$ cat config.mk
export PLATFORM = sky130hd
export DESIGN_NAME = bgdr_div
export DESIGN_NICKNAME = d
export VERILOG_FILES = /design/src/hdl/bgdr_pkg.sv /design/src/hdl/bgdr_div.sv
export SDC_FILE = /design/constraint.sdc
export NUM_CORES = 1
export LEC_CHECK = 0
export ABC_AREA = 1
export BUFFER_PORTS_ARGS = -buffer_cell sky130_fd_sc_hd__buf_2
export CORE_MARGIN = 2
export CORE_UTILIZATION = 61
export CTS_CLUSTER_SIZE = 12
export DETAILED_ROUTE_END_ITERATION = 12
export GPL_TIMING_DRIVEN = 0
export PLACE_DENSITY = 0.78
export SLEW_MARGIN = 20
export SYNTH_ARGS = -nofsm -noshare
export SYNTH_HDL_FRONTEND = slang
export SYNTH_SLANG_ARGS = --single-unit
$ cat constraint.sdc
create_clock -name clk -period 5.4 [get_ports clk]
set_clock_uncertainty 0.2 [all_clocks]
set_input_delay 0.27 -clock clk [delete_from_list [all_inputs] [get_ports clk]]
set_output_delay 0.27 -clock clk [all_outputs]
set_load 0.05 [all_outputs]
$ cat src/hdl/bgdr_pkg.sv
package bgdr_pkg;

	localparam int MaxSamples  = 1024;
	localparam int MaxFeatures = 16;
	localparam int SampW       = $clog2(MaxSamples);
	localparam int FeatW       = $clog2(MaxFeatures);
	localparam int CntW        = SampW + 1;
	localparam int FAddrW      = SampW + FeatW;

	localparam logic [1:0] CfgLearningRate   = 2'd0;
	localparam logic [1:0] CfgIterationCount = 2'd1;
	localparam logic [1:0] CfgFeaturesInUse  = 2'd2;

	function automatic logic signed [31:0] sat32(input logic signed [64:0] v);
		if (v > 65'sd2147483647)
			return 32'sh7fffffff;
		else if (v < -65'sd2147483648)
			return 32'sh80000000;
		else
			return v[31:0];
	endfunction

	function automatic logic signed [63:0] add_sat64(input logic signed [63:0] a,
		input logic signed [63:0] b);
		logic signed [64:0] s;
		s = {a[63], a} + {b[63], b};
		if (s[64] != s[63])
			return s[64] ? {1'b1, 63'd0} : {1'b0, {63{1'b1}}};
		else
			return s[63:0];
	endfunction

endpackage

$ cat src/hdl/bgdr_div.sv
module bgdr_div (
	input  logic                           clk,
	input  logic                           arst_n,
	input  logic                           start,
	input  logic signed [63:0]             dividend,
	input  logic [bgdr_pkg::CntW-1:0]      divisor,
	output logic                           done,
	output logic signed [63:0]             quotient
);

	logic [63:0] mag_q;
	logic [63:0] rem_q;
	logic [6:0]  cnt_q;
	logic        neg_q;
	logic        busy_q;
	logic [64:0] trial;

	assign trial = {rem_q, mag_q[63]} - {{(65 - bgdr_pkg::CntW){1'b0}}, divisor};

	always_ff @(posedge clk or negedge arst_n) begin
		if (!arst_n) begin
			busy_q <= 1'b0;
			done   <= 1'b0;
			cnt_q  <= '0;
		end else begin
			done <= !start && busy_q && (cnt_q == 7'd63);
			if (start) begin
				busy_q <= 1'b1;
				cnt_q  <= 7'd0;
				neg_q  <= dividend[63];
				mag_q  <= dividend[63] ? 64'(-dividend) : 64'(dividend);
				rem_q  <= '0;
			end else if (busy_q) begin
				if (!trial[64]) begin
					rem_q <= trial[63:0];
					mag_q <= {mag_q[62:0], 1'b1};
				end else begin
					rem_q <= {rem_q[62:0], mag_q[63]};
					mag_q <= {mag_q[62:0], 1'b0};
				end
				cnt_q <= cnt_q + 7'd1;
				if (cnt_q == 7'd63)
					busy_q <= 1'b0;
			end
		end
	end

	assign quotient = neg_q ? -$signed(mag_q) : $signed(mag_q);

endmodule

After elaboration in Yosys (flattened, before gate mapping)
Index checks and enable logic that the tools add are counted.
W data, S select, Z words.

word-level totals
  register bits = 138
  bits of input ports = 78
  output and inout bits = 65
  logic and storage cells = 29

cells by class
  $add $sub $neg = 4
  eq/ne operators = 1
  mux-type cells = 12
  reductions and logical operators = 6

operators by type and width
  kind                   number
  $mux W64               6
  $neg A64 Y64           2
  $sub A65 B11 Y65       1
  $mux W7                2
  $add A7 B1 Y7 const B  1
  $eq A7 B6 Y1 const B   1
  $mux W1                4
  $reduce_and A2 Y1      2
  $logic_and A1 B1 Y1    2
  $reduce_bool A2 Y1     1
  $logic_not A1 Y1       1

Depth between registers and ports, before layout
  depth in word-level cells = 4
  gate-level depth with buffers = 18
  gate-level depth less buffers = 18

Least setup slack after synthesis
No wires, ideal clock.

  kind = input to register
  from = input start
  to = register mag_q[0] (enable)
  library setup time = 0.487 ns
  arrival time = 3.584 ns
  required time = 4.713 ns
  path slack = 1.129 ns
  cell stages on the path = 4
  path buffers = 2
  path through = clkbuf_1 > nor2_1 > clkbuf_1 > nor2_1

on the way
  longest elaborated chain between the ends = 2

RTL lines
  element                       line            text
  from (decl)                   bgdr_div.sv:4   input logic start,
  $reduce_bool A2 Y1 (no line)  --
  $reduce_and A2 Y1 (no line)   --
  to (signal assigned)          bgdr_div.sv:31  mag_q <= dividend[63] ? 64'(-dividend) : 64'(dividend);
  to (signal assigned)          bgdr_div.sv:36  mag_q <= {mag_q[62:0], 1'b1};
  to (signal assigned)          bgdr_div.sv:39  mag_q <= {mag_q[62:0], 1'b0};
  to (decl)                     bgdr_div.sv:11  logic [63:0] mag_q;

Every way passes these cells.
A chain may end at the register's enable or synchronous reset.

Final worst setup path
  from = register mag_q[2]
  to = output quotient[63]

on the way
  longest elaborated chain between the ends = 2

RTL lines
  element       line            text
  $neg A64 Y64  bgdr_div.sv:48  assign quotient = neg_q ? -$signed(mag_q) : $signed(mag_q);
  $mux W64      bgdr_div.sv:48
  to (decl)     bgdr_div.sv:8   output logic signed [63:0] quotient

Every way passes these cells.

==> results.sh <==
export IMPL_hold_ws_ps=19.10
export IMPL_total_power_w=0.003795
export IMPL_met2_length_um=23000
export IMPL_p_per_area_mw_per_mm2=254.0
export IMPL_reg2reg_depth=15
export IMPL_min_from="dividend[0]"
export IMPL_wl_met1_um=17190
export IMPL_drtAntennaViolNets=0
export IMPL_cts_buffer_depth=2
export IMPL_cp_max_fo=5
export IMPL_rsz0062_at_grt="no"
export IMPL_layout_min_cycle_time_ps=4435
export IMPL_cts_tree="built"
export IMPL_p_clk_frac=0.346
export IMPL_drv_slew=0
export IMPL_endpoint_kind="output pin"
export IMPL_initial_core_util=0.6242
export IMPL_clkSinkCount=138
export IMPL_fillers=1844
export IMPL_drtPass1Iterations=6
export IMPL_synth_edf_count=129
export IMPL_ir_drop_v=0.0001979
export IMPL_synth_cell_types=48
export IMPL_drt_iter0_markers=1629
export IMPL_netlist_area_mm2=0.01316
export IMPL_clk_pin_slew_worst_paths_ps=70
export IMPL_ioPinCount=143
export IMPL_final_layout_size_suffix_gt1_frac=0.1187
export IMPL_antenna_found_initial=3
export IMPL_area_growth_synth_to_final_pct=13.51
export IMPL_wl_per_cell_um=20.01
export IMPL_max_freq_mhz=225.5
export IMPL_core_area_mm2=0.02109
export IMPL_crit_path_start_kind="flop"
export IMPL_placementRows=53
export IMPL_crit_type="flop to output pin"
export IMPL_track_usage=0.4396
export IMPL_syn_inst=2057
export IMPL_seqPwrFrac=0.361
export IMPL_htree_levels=4
export IMPL_routabilityCongestion=1.063
export IMPL_ff2ff_setup_slack_ps=2020
export IMPL_via_per_inst=6.014
export IMPL_finalSetupViolCount=0
export IMPL_swShare=0.3719
export IMPL_hp_class="primary input to flop"
export IMPL_cts_resized=0
export IMPL_worst_ep_required_time_ps=4930
export IMPL_root_buffer="clkbuf_16"
export IMPL_cts_inserted_buffers=17
export IMPL_cp_arrival_ps=3960
export IMPL_power_switching_w=0.001411
export IMPL_wl_um=50220
export IMPL_outcome="finished clean"
export IMPL_hold_end="mag_q[0]"
export IMPL_yosys_warnings=0
export IMPL_min_delay_path_depth=3
export IMPL_io_buffers=141
export IMPL_fp_dieArea_mm2=0.02277
export IMPL_max_cap_violations=0
export IMPL_period_share=0.8212
export IMPL_power_leakage_nw=6.600
export IMPL_grt_pass1_wl_um=74950
export IMPL_worstSkewPairLatency_ps=440
export IMPL_synth_sequential_area_ratio=0.3114
export IMPL_wl_met3_um=5417
export IMPL_synth_top_cell_area_share=0.2943
export IMPL_route_detailed_drc=0
export IMPL_synth_seq_cells=138
export IMPL_gr_total_overflow=0
export IMPL_die_w_um=150.9
export IMPL_dpl_hpwl_um=39480
export IMPL_worst_pin_slew_ps=1194
export IMPL_synthFlopType="edfxtp_1"
export IMPL_yosysTopAreaCell="edfxtp_1"
export IMPL_synth_fp_nets=2150
export IMPL_fin_area_mm2=0.01494
export IMPL_die_h_um=150.9
export IMPL_slew_limit_headroom=0.1977
export IMPL_vias=15095
export IMPL_synth_area_per_cell_um2=6.400
export IMPL_combPwrFrac=0.293
export IMPL_grt_pass1_vias=14327
export IMPL_place_area_mm2=0.01429
export IMPL_finalHoldViolCount=0
export IMPL_synth_area_leaders="edfxtp_1 29%, nand2_1 18%, nor2_1 9.0%"
export IMPL_fin_nets=2315
export IMPL_grt_max_degree=46
export IMPL_async_flop_share=0.06522
export IMPL_power_internal_w=0.002384
export IMPL_reg2reg_to="rem_q[1]"
export IMPL_r2r_start="mag_q[63]"
export IMPL_highest_layer="met4"
## synthesized netlist by cell type (3+ instances only)
library cell and instances:
inv_1 237, nand3_2 11, nor2_2 11, o31ai_1 6, xor2_1 83, nor3b_1 5, clkbuf_1 31, buf_1 8
nor4_1 5, a21oi_1 31, buf_6 8, nor2_1 315, xnor2_1 28, nor2_4 3, inv_2 13, ha_1 14
nand2_2 11, nand4_1 62, edfxtp_1 129, nand3b_1 3, o21ai_0 96, dfrtp_1 9, nand2_1 634, a31oi_1 18
o211ai_2 6, nor3_1 42, buf_2 9, nand3_1 181, o21ai_1 13, o21ai_2 10, o21bai_1 4
## cell usage in the layout, fill, tap and decap left out, types with 28 or more instances in the layout
master and instances:
inv_1 237, edfxtp_1 129, nor2_1 314, nand3_1 181, o21ai_0 96, buf_2 149
xor2_1 83, clkbuf_1 31, xnor2_1 28, nor3_1 42, nand2_1 634, a21oi_1 31
nand4_1 62
## critical path, stage by stage (launching register included)
cell and delay [ps]:
edfxtp_1 510, nor3_1 450, nand3_1 240, nor2_2 420, inv_1 150, nor2_1 270
nand3_1 200, o21ai_0 780, xor2_1 210, buf_2 290
## kinds of logic (layout without fill, tap and decap cells)
logic type	count (synthesis)	after routing	share of synthesized area
compound gates	193	193	0.08611
xor+xnor	111	111	0.07385
fa+ha+maj	15	15	0.01483
buf+inv	309	485	0.09467
flops	138	138	0.3114
other cells	0	2	0
simple gates	1291	1291	0.4192
## cell type report
class / count / area [um2] / share of cell area
Antenna cell: 2 / 5.005 / 0.0003350
Multi-Input combinational cell: 1610 / 7826 / 0.5238
Clock buffer: 17 / 425.4 / 0.02847
Timing Repair Buffer: 146 / 795.8 / 0.05326
Tap cell: 275 / 344.1 / 0.02303
Buffer: 58 / 304.0 / 0.02035
Inverter: 251 / 942.2 / 0.06305
Sequential cell: 138 / 4099 / 0.2743
Clock inverter: 13 / 200.2 / 0.01340
## per-layer routing
metal	up-vias	track usage
met2	1059	0.7211
li1	7017	-
met3	258	0.08735
met1	6761	0.4946
met5	-	0
met4	0	0.3631
## sequential cells by signal, summed over array words and instances (netlist names)
signal	cells
rem_q	64
done	1
neg_q	1
cnt_q	7
busy_q	1
mag_q	64
## worst max path at each step
stage             start           end  slack [ps]  depth (start not counted)
2_1_floorplan     start      mag_q[0]        1130                          4
3_3_place_gp     arst_n     mag_q[32]       -1010                          3
3_5_place_dp   mag_q[2]  quotient[63]        1740                          9
4_1_cts        mag_q[2]  quotient[63]        1270                          9
5_1_grt        mag_q[2]  quotient[63]         850                          9
6_report       mag_q[2]  quotient[63]         970                          9
## power by group through the flow
stage / logic, W / clock network [W] / registers (W)
2_1_floorplan: 0.000769 / 0 / 0.00136
3_3_place_gp: 0.00105 / 0 / 0.00139
3_5_place_dp: 0.00108 / 0 / 0.00139
4_1_cts: 0.00109 / 0.00130 / 0.00136
5_1_grt: 0.00119 / 0.00134 / 0.00138
6_report: 0.00111 / 0.00131 / 0.00137
## stage by stage
stage,std cells,utilization,setup WS (ps),TNS [ps]
2_1_floorplan,2057,-,1129,0
3_3_place_gp,2473,0.6740,-1008,-64260
3_5_place_dp,2476,0.6777,1736,0
4_1_cts,2508,0.7083,1270,0
5_1_grt,2508,0.7083,847.3,0
6_report,2510,0.7086,965.5,0
## repair_timing
action,in CTS,in global routing
buffers inserted,0,0
endpoints found under the hold margin,3,0
hold buffers,2,0
endpoints found under the setup margin,0,0
No activity file was read; power rests on OpenSTA's default activity.
